## src/sv/ptte_pkg.sv

```systemverilog
// Package for the postfix truth-table evaluator.
// Holds token codes, error codes, the stack status struct and column helper functions.
// No dependencies.
package ptte_pkg;

	localparam int COL_W = 64;

	// Token codes.
	localparam logic [2:0] OP_VAR   = 3'd0;
	localparam logic [2:0] OP_AND   = 3'd1;
	localparam logic [2:0] OP_OR    = 3'd2;
	localparam logic [2:0] OP_NOT   = 3'd3;
	localparam logic [2:0] OP_IMPLY = 3'd4;
	localparam logic [2:0] OP_XNOR  = 3'd5;
	localparam logic [2:0] OP_XOR   = 3'd6;

	// Error codes; within one token the priority is VARS, then OVER, then UNDER.
	localparam logic [1:0] ERR_OK    = 2'd0;
	localparam logic [1:0] ERR_UNDER = 2'd1;
	localparam logic [1:0] ERR_OVER  = 2'd2;
	localparam logic [1:0] ERR_VARS  = 2'd3;

	typedef logic [COL_W-1:0] column_t;

	// Status of one token's effect on the column stack.
	typedef struct packed {
		logic under;
		logic over;
		logic full;
		logic empty;
	} stack_stat_t;

	// Column of a variable whose row bit sits at position sh of the row number.
	function automatic column_t var_pattern(input logic [2:0] sh);
		column_t c;
		unique case (sh)
			3'd0:    c = 64'hAAAA_AAAA_AAAA_AAAA;
			3'd1:    c = 64'hCCCC_CCCC_CCCC_CCCC;
			3'd2:    c = 64'hF0F0_F0F0_F0F0_F0F0;
			3'd3:    c = 64'hFF00_FF00_FF00_FF00;
			3'd4:    c = 64'hFFFF_0000_FFFF_0000;
			3'd5:    c = 64'hFFFF_FFFF_0000_0000;
			default: c = '0;
		endcase
		return c;
	endfunction

	// Rows at and above 2^vars are not part of the table.
	function automatic column_t row_mask(input logic [2:0] vars);
		column_t m;
		unique case (vars)
			3'd0:    m = 64'h0000_0000_0000_0001;
			3'd1:    m = 64'h0000_0000_0000_0003;
			3'd2:    m = 64'h0000_0000_0000_000F;
			3'd3:    m = 64'h0000_0000_0000_00FF;
			3'd4:    m = 64'h0000_0000_0000_FFFF;
			3'd5:    m = 64'h0000_0000_FFFF_FFFF;
			default: m = '1;
		endcase
		return m;
	endfunction

endpackage

```

## src/sv/ptte_letter_map.sv

```systemverilog
// Letter table of the postfix truth-table evaluator: maps variable letters to columns.
// Depends on ptte_pkg.
module ptte_letter_map #(
	parameter int MAX_VARS = 6
) (
	input  logic                   clk,
	input  logic                   arst_n,
	input  logic                   fire,
	input  logic                   is_var,
	input  logic                   last,
	input  logic [7:0]             symbol,
	input  logic [2:0]             vars,
	input  ptte_pkg::column_t      mask,
	output logic                   vars_err,
	output ptte_pkg::column_t      column
);

	localparam int CW = $clog2(MAX_VARS + 1);
	localparam int KW = (MAX_VARS > 1) ? $clog2(MAX_VARS) : 1;

	logic [7:0]    letter_q [MAX_VARS];
	logic [CW-1:0] seen_q;

	logic          hit;
	logic [KW-1:0] hit_k;
	logic          full;
	logic [2:0]    k_sel;
	logic [2:0]    sh;
	logic          add_new;

	// Lowest matching entry wins, as entries are unique anyway.
	always_comb begin
		hit   = 1'b0;
		hit_k = '0;
		for (int k = MAX_VARS - 1; k >= 0; k--) begin
			if ((CW'(k) < seen_q) && (letter_q[k] == symbol)) begin
				hit   = 1'b1;
				hit_k = KW'(k);
			end
		end
	end

	assign full    = (3'(seen_q) >= vars);
	assign add_new = fire && is_var && !hit && !full;
	assign k_sel   = hit ? 3'(hit_k) : 3'(seen_q);
	assign sh      = vars - 3'd1 - k_sel;

	always_comb begin
		if ((!hit && full) || (k_sel >= vars)) begin
			column = '0;
		end else begin
			column = ptte_pkg::var_pattern(sh) & mask;
		end
	end

	assign vars_err = is_var && !hit && full;

	always_ff @(posedge clk) begin
		if (add_new) begin
			letter_q[seen_q[KW-1:0]] <= symbol;
		end
	end

	always_ff @(posedge clk or negedge arst_n) begin
		if (!arst_n) begin
			seen_q <= '0;
		end else if (fire && last) begin
			seen_q <= '0;
		end else if (add_new) begin
			seen_q <= seen_q + CW'(1);
		end
	end

endmodule

```

## src/sv/ptte_col_stack.sv

```systemverilog
// Column stack of the postfix truth-table evaluator, built as a shifting register stack.
// Depends on ptte_pkg.
module ptte_col_stack #(
	parameter int STACK_DEPTH = 16
) (
	input  logic                  clk,
	input  logic                  arst_n,
	input  logic                  fire,
	input  logic [2:0]            opcode,
	input  logic                  last,
	input  ptte_pkg::column_t     push_col,
	input  ptte_pkg::column_t     mask,
	output ptte_pkg::column_t     top_after,
	output ptte_pkg::stack_stat_t stat
);

	localparam int LW = $clog2(STACK_DEPTH + 1);

	ptte_pkg::column_t ent_q [STACK_DEPTH];
	logic [LW-1:0]     level_q;
	logic [LW-1:0]     level_after;

	logic              is_push;
	logic              is_not;
	logic              is_bin;
	logic              full;
	logic              do_push;
	logic              do_not;
	logic              do_bin;
	ptte_pkg::column_t bin_res;

	always_comb begin
		is_push = 1'b0;
		is_not  = 1'b0;
		is_bin  = 1'b0;
		case (opcode) inside
			ptte_pkg::OP_VAR: is_push = 1'b1;
			ptte_pkg::OP_NOT: is_not  = 1'b1;
			ptte_pkg::OP_AND, ptte_pkg::OP_OR, ptte_pkg::OP_IMPLY,
			ptte_pkg::OP_XNOR, ptte_pkg::OP_XOR: is_bin = 1'b1;
			default: ;
		endcase
	end

	// The deeper column is the left operand.
	always_comb begin
		case (opcode)
			ptte_pkg::OP_AND:   bin_res = ent_q[1] & ent_q[0];
			ptte_pkg::OP_OR:    bin_res = ent_q[1] | ent_q[0];
			ptte_pkg::OP_IMPLY: bin_res = ~ent_q[1] | ent_q[0];
			ptte_pkg::OP_XNOR:  bin_res = ~(ent_q[1] ^ ent_q[0]);
			default:            bin_res = ent_q[1] ^ ent_q[0];
		endcase
	end

	assign full    = (level_q == LW'(STACK_DEPTH));
	assign do_push = fire && is_push && !full;
	assign do_not  = fire && is_not && (level_q >= LW'(1));
	assign do_bin  = fire && is_bin && (level_q >= LW'(2));

	always_comb begin
		top_after   = ent_q[0];
		level_after = level_q;
		if (do_push) begin
			top_after   = push_col;
			level_after = level_q + LW'(1);
		end else if (do_not) begin
			top_after = ~ent_q[0] & mask;
		end else if (do_bin) begin
			top_after   = bin_res & mask;
			level_after = level_q - LW'(1);
		end
	end

	assign stat.under = (is_not && (level_q < LW'(1))) || (is_bin && (level_q < LW'(2)));
	assign stat.over  = is_push && full;
	assign stat.full  = full;
	assign stat.empty = (level_after == '0);

	always_ff @(posedge clk) begin
		if (do_push) begin
			ent_q[0] <= push_col;
			for (int i = 1; i < STACK_DEPTH; i++) begin
				ent_q[i] <= ent_q[i-1];
			end
		end else if (do_not || do_bin) begin
			ent_q[0] <= top_after;
			if (do_bin) begin
				for (int i = 1; i < STACK_DEPTH - 1; i++) begin
					ent_q[i] <= ent_q[i+1];
				end
			end
		end
	end

	always_ff @(posedge clk or negedge arst_n) begin
		if (!arst_n) begin
			level_q <= '0;
		end else if (fire && last) begin
			level_q <= '0;
		end else if (fire) begin
			level_q <= level_after;
		end
	end

endmodule

```

## src/sv/postfix_truth_table_evaluator.sv

```systemverilog
// Postfix truth-table evaluator. Tokens of a propositional formula arrive in postfix order,
// one beat per token: a beat is captured in an input register, then applied to the column
// stack and letter table, and a token marked last loads the result register, so a new
// token is accepted every cycle unless a last token is held behind a stalled result. The
// single path that sets this rate is the letter compare plus one 64-bit bitwise stack
// operation. While a result waits on a stalled output, tokens that are not last keep
// flowing. The num_vars register must be written only while no token is held in the input
// register and no result is outstanding.

module postfix_truth_table_evaluator #(
	parameter int MAX_VARS    = 6,
	parameter int STACK_DEPTH = 16
) (
	input  logic        clk,
	input  logic        arst_n,
	// Configuration: number of variables, rows = 2^num_vars.
	input  logic        cfg_wr_en,
	input  logic [2:0]  cfg_wr_data,
	// Token channel.
	input  logic        in_valid,
	output logic        in_stall,
	input  logic [2:0]  opcode,
	input  logic [7:0]  symbol,
	input  logic        last,
	// Result channel.
	output logic        out_valid,
	input  logic        out_stall,
	output logic [63:0] truth_column,
	output logic [1:0]  error_code
);

	// Configuration register.
	logic [2:0] num_vars_q;
	logic [2:0] used_vars;
	ptte_pkg::column_t mask;

	// Input stage.
	logic       valid_s1;
	logic [2:0] opcode_s1;
	logic [7:0] symbol_s1;
	logic       last_s1;
	logic       in_fire;
	logic       adv_s1;
	logic       fire_s1;

	// Per-formula error that sticks until the last token.
	logic [1:0] err_q;
	logic [1:0] tok_err;
	logic [1:0] err_mid;
	logic [1:0] err_final;

	// Datapath between the units.
	logic                  vars_err;
	ptte_pkg::column_t     var_col;
	ptte_pkg::column_t     top_after;
	ptte_pkg::stack_stat_t stat;

	// Output register.
	logic              out_valid_q;
	ptte_pkg::column_t truth_column_q;
	logic [1:0]        error_code_q;

	always_ff @(posedge clk or negedge arst_n) begin
		if (!arst_n) begin
			num_vars_q <= 3'd1;
		end else if (cfg_wr_en) begin
			num_vars_q <= cfg_wr_data;
		end
	end

	// A zero count acts as one variable, and the count is capped at the table size.
	always_comb begin
		if (num_vars_q == 3'd0) begin
			used_vars = 3'd1;
		end else if (num_vars_q > 3'(MAX_VARS)) begin
			used_vars = 3'(MAX_VARS);
		end else begin
			used_vars = num_vars_q;
		end
	end

	assign mask = ptte_pkg::row_mask(used_vars);

	// The held token moves on unless it is last and the result register cannot take it.
	assign adv_s1   = !last_s1 || !out_valid_q || !out_stall;
	assign fire_s1  = valid_s1 && adv_s1;
	assign in_stall = valid_s1 && !adv_s1;
	assign in_fire  = in_valid && !in_stall;

	always_ff @(posedge clk or negedge arst_n) begin
		if (!arst_n) begin
			valid_s1 <= 1'b0;
		end else if (in_fire) begin
			valid_s1 <= 1'b1;
		end else if (fire_s1) begin
			valid_s1 <= 1'b0;
		end
	end

	always_ff @(posedge clk) begin
		if (in_fire) begin
			opcode_s1 <= opcode;
			symbol_s1 <= symbol;
			last_s1   <= last;
		end
	end

	ptte_letter_map #(
		.MAX_VARS (MAX_VARS)
	) u_letters (
		.clk      (clk),
		.arst_n   (arst_n),
		.fire     (fire_s1),
		.is_var   (opcode_s1 == ptte_pkg::OP_VAR),
		.last     (last_s1),
		.symbol   (symbol_s1),
		.vars     (used_vars),
		.mask     (mask),
		.vars_err (vars_err),
		.column   (var_col)
	);

	ptte_col_stack #(
		.STACK_DEPTH (STACK_DEPTH)
	) u_stack (
		.clk       (clk),
		.arst_n    (arst_n),
		.fire      (fire_s1),
		.opcode    (opcode_s1),
		.last      (last_s1),
		.push_col  (var_col),
		.mask      (mask),
		.top_after (top_after),
		.stat      (stat)
	);

	// Within one token a variable overflow is seen before a stack overflow on its push.
	always_comb begin
		if (vars_err) begin
			tok_err = ptte_pkg::ERR_VARS;
		end else if (stat.over) begin
			tok_err = ptte_pkg::ERR_OVER;
		end else if (stat.under) begin
			tok_err = ptte_pkg::ERR_UNDER;
		end else begin
			tok_err = ptte_pkg::ERR_OK;
		end
	end

	// Only the first error of a formula is kept.
	assign err_mid = (err_q == ptte_pkg::ERR_OK) ? tok_err : err_q;

	// An empty stack at the end of a formula counts as an underflow.
	assign err_final = ((err_mid == ptte_pkg::ERR_OK) && stat.empty) ?
		ptte_pkg::ERR_UNDER : err_mid;

	always_ff @(posedge clk or negedge arst_n) begin
		if (!arst_n) begin
			err_q <= ptte_pkg::ERR_OK;
		end else if (fire_s1) begin
			err_q <= last_s1 ? ptte_pkg::ERR_OK : err_mid;
		end
	end

	always_ff @(posedge clk or negedge arst_n) begin
		if (!arst_n) begin
			out_valid_q <= 1'b0;
		end else if (fire_s1 && last_s1) begin
			out_valid_q <= 1'b1;
		end else if (!out_stall) begin
			out_valid_q <= 1'b0;
		end
	end

	always_ff @(posedge clk) begin
		if (fire_s1 && last_s1) begin
			truth_column_q <= stat.empty ? '0 : (top_after & mask);
			error_code_q   <= err_final;
		end
	end

	assign out_valid    = out_valid_q;
	assign truth_column = truth_column_q;
	assign error_code   = error_code_q;

	// The input side stalls only while a token is held in the input register.
	assert property (@(posedge clk) disable iff (!arst_n) in_stall |-> valid_s1)
		else $error("input stalled with no token held");

	// The error state starts clean after every formula.
	assert property (@(posedge clk) disable iff (!arst_n)
		(fire_s1 && last_s1) |=> (err_q == ptte_pkg::ERR_OK))
		else $error("pending error not cleared at end of formula");

	// A result taken from an empty stack always carries an error.
	assert property (@(posedge clk) disable iff (!arst_n)
		(fire_s1 && last_s1 && stat.empty) |=>
		(out_valid && (error_code != ptte_pkg::ERR_OK) && (truth_column == '0)))
		else $error("empty stack result without error");

	// An overflow is only flagged against a full stack.
	assert property (@(posedge clk) disable iff (!arst_n) stat.over |-> stat.full)
		else $error("overflow flagged on a stack that is not full");

endmodule

```

## config.mk

```make
export PLATFORM = sky130hd
export DESIGN_NAME = postfix_truth_table_evaluator
export DESIGN_NICKNAME = d
export VERILOG_FILES = /design/src/sv/ptte_pkg.sv /design/src/sv/ptte_letter_map.sv /design/src/sv/ptte_col_stack.sv /design/src/sv/postfix_truth_table_evaluator.sv
export SDC_FILE = /design/constraint.sdc
export NUM_CORES = 2
export LEC_CHECK = 0
export BUFFER_PORTS_ARGS = -buffer_cell sky130_fd_sc_hd__buf_2
export CORE_MARGIN = 2
export CORE_UTILIZATION = 45
export CTS_CLUSTER_SIZE = 10
export DETAILED_ROUTE_END_ITERATION = 16
export PLACE_DENSITY = 0.65
export RECOVER_POWER = 50
export REMOVE_ABC_BUFFERS = 1
export SYNTH_ARGS = -nofsm -noshare
export SYNTH_HDL_FRONTEND = slang
export SYNTH_SLANG_ARGS = --single-unit
```

## constraint.sdc

```tcl
create_clock -name clk -period 22.8 [get_ports clk]
set_input_delay 3.42 -clock clk [delete_from_list [all_inputs] [get_ports clk]]
set_output_delay 3.42 -clock clk [all_outputs]
set_load 0.03 [all_outputs]
```

Word level (Yosys, flattened, before mapping) --
Memories as Yosys holds them, arrays and structs flattened. Cells that the tools add are included.
Storage, ports and cells: RAM bits 1072, logic and storage cells 202, register bits after elaboration 93, output and inout port bits 68, memories 2
Cells by class: add/subtract/negate cells 5, bitwise operators 26, muxes and demuxes 71, magnitude comparators 13, equality and inequality tests 24, reduce and logical (&&, ||, !) cells 50
Memory list:
- u_stack.ent_q | words 16, width 64, read ports 16, clocked after memory_dff 0, write ports 16, line ptte_col_stack.sv:19 | ptte_pkg::column_t ent_q [STACK_DEPTH];
- u_letters.letter_q | words 6, width 8, read ports 6, clocked after memory_dff 0, write ports 1, line ptte_letter_map.sv:21 | logic [7:0] letter_q [MAX_VARS];
Operators with widths (count):
- $mux 64 | 20
- $pmux 64 s6 | 2
- $and 64x64->64 | 5
- $pmux 64 s4 | 1
- $not 64->64 | 3
- $or 64x64->64 | 2
- $xor 64x64->64 | 1
- $eq 8x8->1 | 6
- $mux 3 | 11
- $mux 1 | 28
- $logic_and 1x1->1 | 26
- $mux 5 | 5
- $eq 3x3->1 const B | 7
- $eq 3x2->1 const B | 6
- $or 1x1->1 | 15
- $logic_not 3->1 | 4
- $eq 3x1->1 const B | 3
- $logic_not 1->1 | 8
- $mux 2 | 4
- $ge 3x3->1 | 2
- $lt 1x3->1 const A | 2
- $lt 2x3->1 const A | 2
- $lt 3x3->1 const A | 2
- $reduce_bool 2->1 | 3
- other kinds (16) | 21

Longest topological paths before layout --
An unclocked memory read counts as a cell.
depth in word-level cells 18, depth in mapped cells 19, mapped depth without buffers 16

Hierarchy --
From an unflattened synthesis, not the netlist that was laid out.
Second synthesis, totals: cells, all modules 5698, area, all modules 55705.9 µm²
Modules (own cells, without submodules):
- ptte_col_stack | instances 1, cells each 5164, sequential area each 30874.6 µm², area each 48979.5 µm²
- ptte_letter_map | instances 1, cells each 329, sequential area each 1516.5 µm², area each 3488.3 µm²
- postfix_truth_table_evaluator | instances 1, cells each 205, sequential area each 2518.7 µm², area each 3238.1 µm²

Least setup slack after synthesis --
Ideal clock, no wire load.
path type input to register, start point input out_stall, end point memory u_stack.ent_q[10][0] (netlist name) (enable), buffers on the path 2, data arrival time 18776 ps, required time 16522 ps, cell stages on the path 6, slack -2255 ps, cell sequence nand3_1 > and4_1 > nand2_1 > buf_2 > buf_2 > nand2_1
RTL lines:
- from (decl) | line postfix_truth_table_evaluator.sv:27 | input logic out_stall,
- to (decl) | line ptte_col_stack.sv:19

==> impl_metrics.env <==
export IMPL_status="finished with violations"
export IMPL_violations="capacitance limit, slew limit"
export IMPL_initial_utilization_pct=45.5
export IMPL_max_slew_worst_pin_slew_ns=9.74
export IMPL_total_power_mw=7.79
export IMPL_leakagePower_nw=24.3
export IMPL_hold_viol_final=0
export IMPL_cts_resized=0
export IMPL_hpwl_um=75300
export IMPL_gp_congestion=0.839
export IMPL_drt_pre_antenna_iters=6
export IMPL_io_pins=88
export IMPL_drt_wl_total_um=129000
export IMPL_synth_edff_count=1150
export IMPL_cts_setup_buffers=0
export IMPL_path_cells="clkbuf_1 -> nand3_1 -> nand4_1 -> nor2_1 -> clkbuf_1 -> clkbuf_1 -> o21ai_0"
export IMPL_max_slew_margin_pct=-550
export IMPL_synth_area_per_cell_um2=9.91
export IMPL_crit_path_max_fanout=218
export IMPL_rows=128
export IMPL_synthCells=5609
export IMPL_grt_pass1_vias=37980
export IMPL_tritoncts="done"
export IMPL_cts_reportedPaths_clkPinSlew_ns=0.05
export IMPL_clock_fmax_mhz=68.2
export IMPL_drive_gt1_share_pct=4.95
export IMPL_ir_drop_uv=90.1
export IMPL_ys_ff_latch=1165
export IMPL_synth_area_um2=55600
export IMPL_fp_dieW_um=356
export IMPL_slowest_stage="clkbuf_1"
export IMPL_cp_data_required_time_ns=23.15
export IMPL_synth_top_family_by_area="simple AND/OR/NAND/NOR gates"
export IMPL_grt_start_max_net_pins=220
export IMPL_syn2layout_area_growth_pct=9.51
export IMPL_portBuffers=87
export IMPL_clk_path_buf_depth=3
export IMPL_setup_tns_ns=0
export IMPL_maxCapViolations=17
export IMPL_cts_buffers=138
export IMPL_cts_hold_buf=0
export IMPL_yosys_area_share_adder_pct=2.16
export IMPL_core_um2=122000
export IMPL_finalCritPeriodShare_pct=64.3
export IMPL_path_class="in -> reg"
export IMPL_drt_iter0_drc=4644
export IMPL_period_needed_ns=14.66
export IMPL_cp_common_cell="clkbuf_1"
export IMPL_cpLargestDelayFamily="buffers and inverters"
export IMPL_path_buf_inv=3
export IMPL_num_vias=39996
export IMPL_setup_viol=0
export IMPL_viasPerCell=5.54
export IMPL_yosysWarningCount=0
export IMPL_htreeDepth=4
export IMPL_antenna_found_initial=6
export IMPL_cts_sinks=1165
export IMPL_clk_latency_ns=0.77
export IMPL_startpoint_type="input pin"
export IMPL_finalMaxSlewViolations=1536
export IMPL_synth_compound_area_share_pct=7.36
export IMPL_clockRootBuffer="clkbuf_16"
export IMPL_wl_per_cell_um=17.9
export IMPL_fin_skew_ns=0.0253
export IMPL_grt_usage_pct=20.2
export IMPL_ys_flop_type="edfxtp_1"
export IMPL_fp_dieH_um=356
export IMPL_gr_total_overflow=0
export IMPL_ant_nets=0
export IMPL_async_flop_share_pct=1.29
export IMPL_hp_class="reg -> reg"
export IMPL_synth_mux_area_share_pct=0.844
export IMPL_yosysUniqueCellTypes=83
export IMPL_synth_simple_area_share_pct=23.0
export IMPL_max_stage_delay_ns=6.58
export IMPL_nets=5638
export IMPL_crit_arrival_ns=15.01
export IMPL_synth_seq_area_share_pct=62.8
export IMPL_grt_setup_unrepaired="false"
export IMPL_synth_xor_xnor_area_share_pct=0.882
export IMPL_remaining_drc_errors=0
export IMPL_cp_end_kind="flip-flop"
export IMPL_p_per_area_nw_per_um2=128
export IMPL_grt_pass1_wl_um=206000
export IMPL_die_area_um2=126000
-- through the flow --
stage	utilization [%]	hold WS [ns]	cells	area (um^2)	setup WS [ns]
2_1_floorplan	-	0.426	5256	54200	-29.46
3_3_place_gp	46.8	0.429	7027	57200	13.20
3_5_place_dp	46.8	0.432	7027	57200	13.10
4_1_cts	50.0	0.445	7222	61100	13.94
5_1_grt	49.8	0.454	7222	60900	6.85
6_report	49.8	0.447	7223	60900	8.14
-- synthesized netlist by cell type, drive strengths merged, types with 25 or more instances --
cell	instances	area, um^2
a21oi	167	862
a22oi	34	260
buf	103	521
clkbuf	250	938
edfxtp	1150	34500
ha	75	938
inv	46	173
mux2i	39	390
nand2	2816	10600
nand3	47	240
nand4	25	156
nor2	133	499
nor2b	29	181
nor3	47	235
o21ai	128	648
o22ai	31	194
xnor2	39	342
-- cells in the final DEF (no fill, tap or decap), types with 24 or more instances in the layout --
cell	netlist	final
nand4_1	25	25
mux2i_1	39	39
maj3_1	24	24
edfxtp_1	1150	1150
clkbuf_1	250	121
o21ai_0	125	125
o21a_1	24	24
a21oi_1	160	160
nor3_1	47	46
nor2b_1	29	27
nand2_1	2816	2816
clkbuf_16	0	141
xnor2_1	39	39
nand3_1	46	46
a22oi_1	33	33
ha_1	75	75
o22ai_1	31	31
buf_4	5	36
nor2_1	133	132
inv_1	43	42
-- report_power, final --
part	total, mW	switching, mW	internal (mW)	leakage, nW
clock	1.98	0.854	1.13	1.89
combinational	2.09	1.35	0.740	11.4
sequential	3.72	0.395	3.33	11.0
-- per-layer routing --
layer	vias to the layer above	wire length, um	track usage [%]
met5	-	21	0
li1	19021	-	-
met2	1311	56300	29.6
met1	19414	58100	28.7
met4	4	3620	7.19
met3	246	11400	5.65
-- cells by family (layout without fill, tap and decap cells) --
kind of cell	count (synthesis)	after routing
AND/OR/NAND/NOR	3228	3228
flip-flops	1165	1165
AO/OA/AOI/OAI	615	615
buffers and inverters	399	387
adder cells (fa/ha/maj)	100	100
XOR/XNOR	56	56
multiplexers	46	46
other	0	1
-- registers in the layout, summed over array words and instances, names as in the netlist, 3 cells and up --
| name | count |
|---|---|
| u_stack.ent_q | 1024 |
| truth_column | 64 |
| u_letters.letter_q | 48 |
| symbol_s1 | 8 |
| u_stack.level_q | 5 |
| num_vars_q | 3 |
| opcode_s1 | 3 |
| u_letters.seen_q | 3 |
-- cell type report --
cell class	instances	area, um^2
Timing Repair Buffer	146	786
Inverter	46	175
Multi-Input combinational cell	4045	19100
Clock inverter	19	214
Clock buffer	176	3680
Fill cell	11115	61300
Tap cell	1625	2030
Sequential cell	1165	34900
Antenna cell	1	2.50
-- worst paths after layout --
check | slack [ns] | end | startpoint | depth (start not counted)
worst max-delay path | 8.14 | u_stack.ent_q[2][61]$_DFFE_PP_ | out_stall | 7
worst min-delay path | 0.45 | u_stack.ent_q[15][39]$_DFFE_PP_ | u_stack.ent_q[14][39]$_DFFE_PP_ | 0
worst max register to register | 9.94 | u_stack.ent_q[2][61]$_DFFE_PP_ | opcode_s1[2]$_DFFE_PP_ | 7
worst min register to register | 0.45 | u_stack.ent_q[15][39]$_DFFE_PP_ | u_stack.ent_q[14][39]$_DFFE_PP_ | 0
max in group asynchronous | 19.33 | err_q[0]$_DFFE_PN0P_ | arst_n | 1
min in group asynchronous | 2.82 | valid_s1$_DFFE_PN0P_ | arst_n | 1
Note: power is estimated with default switching activity, not from simulation.
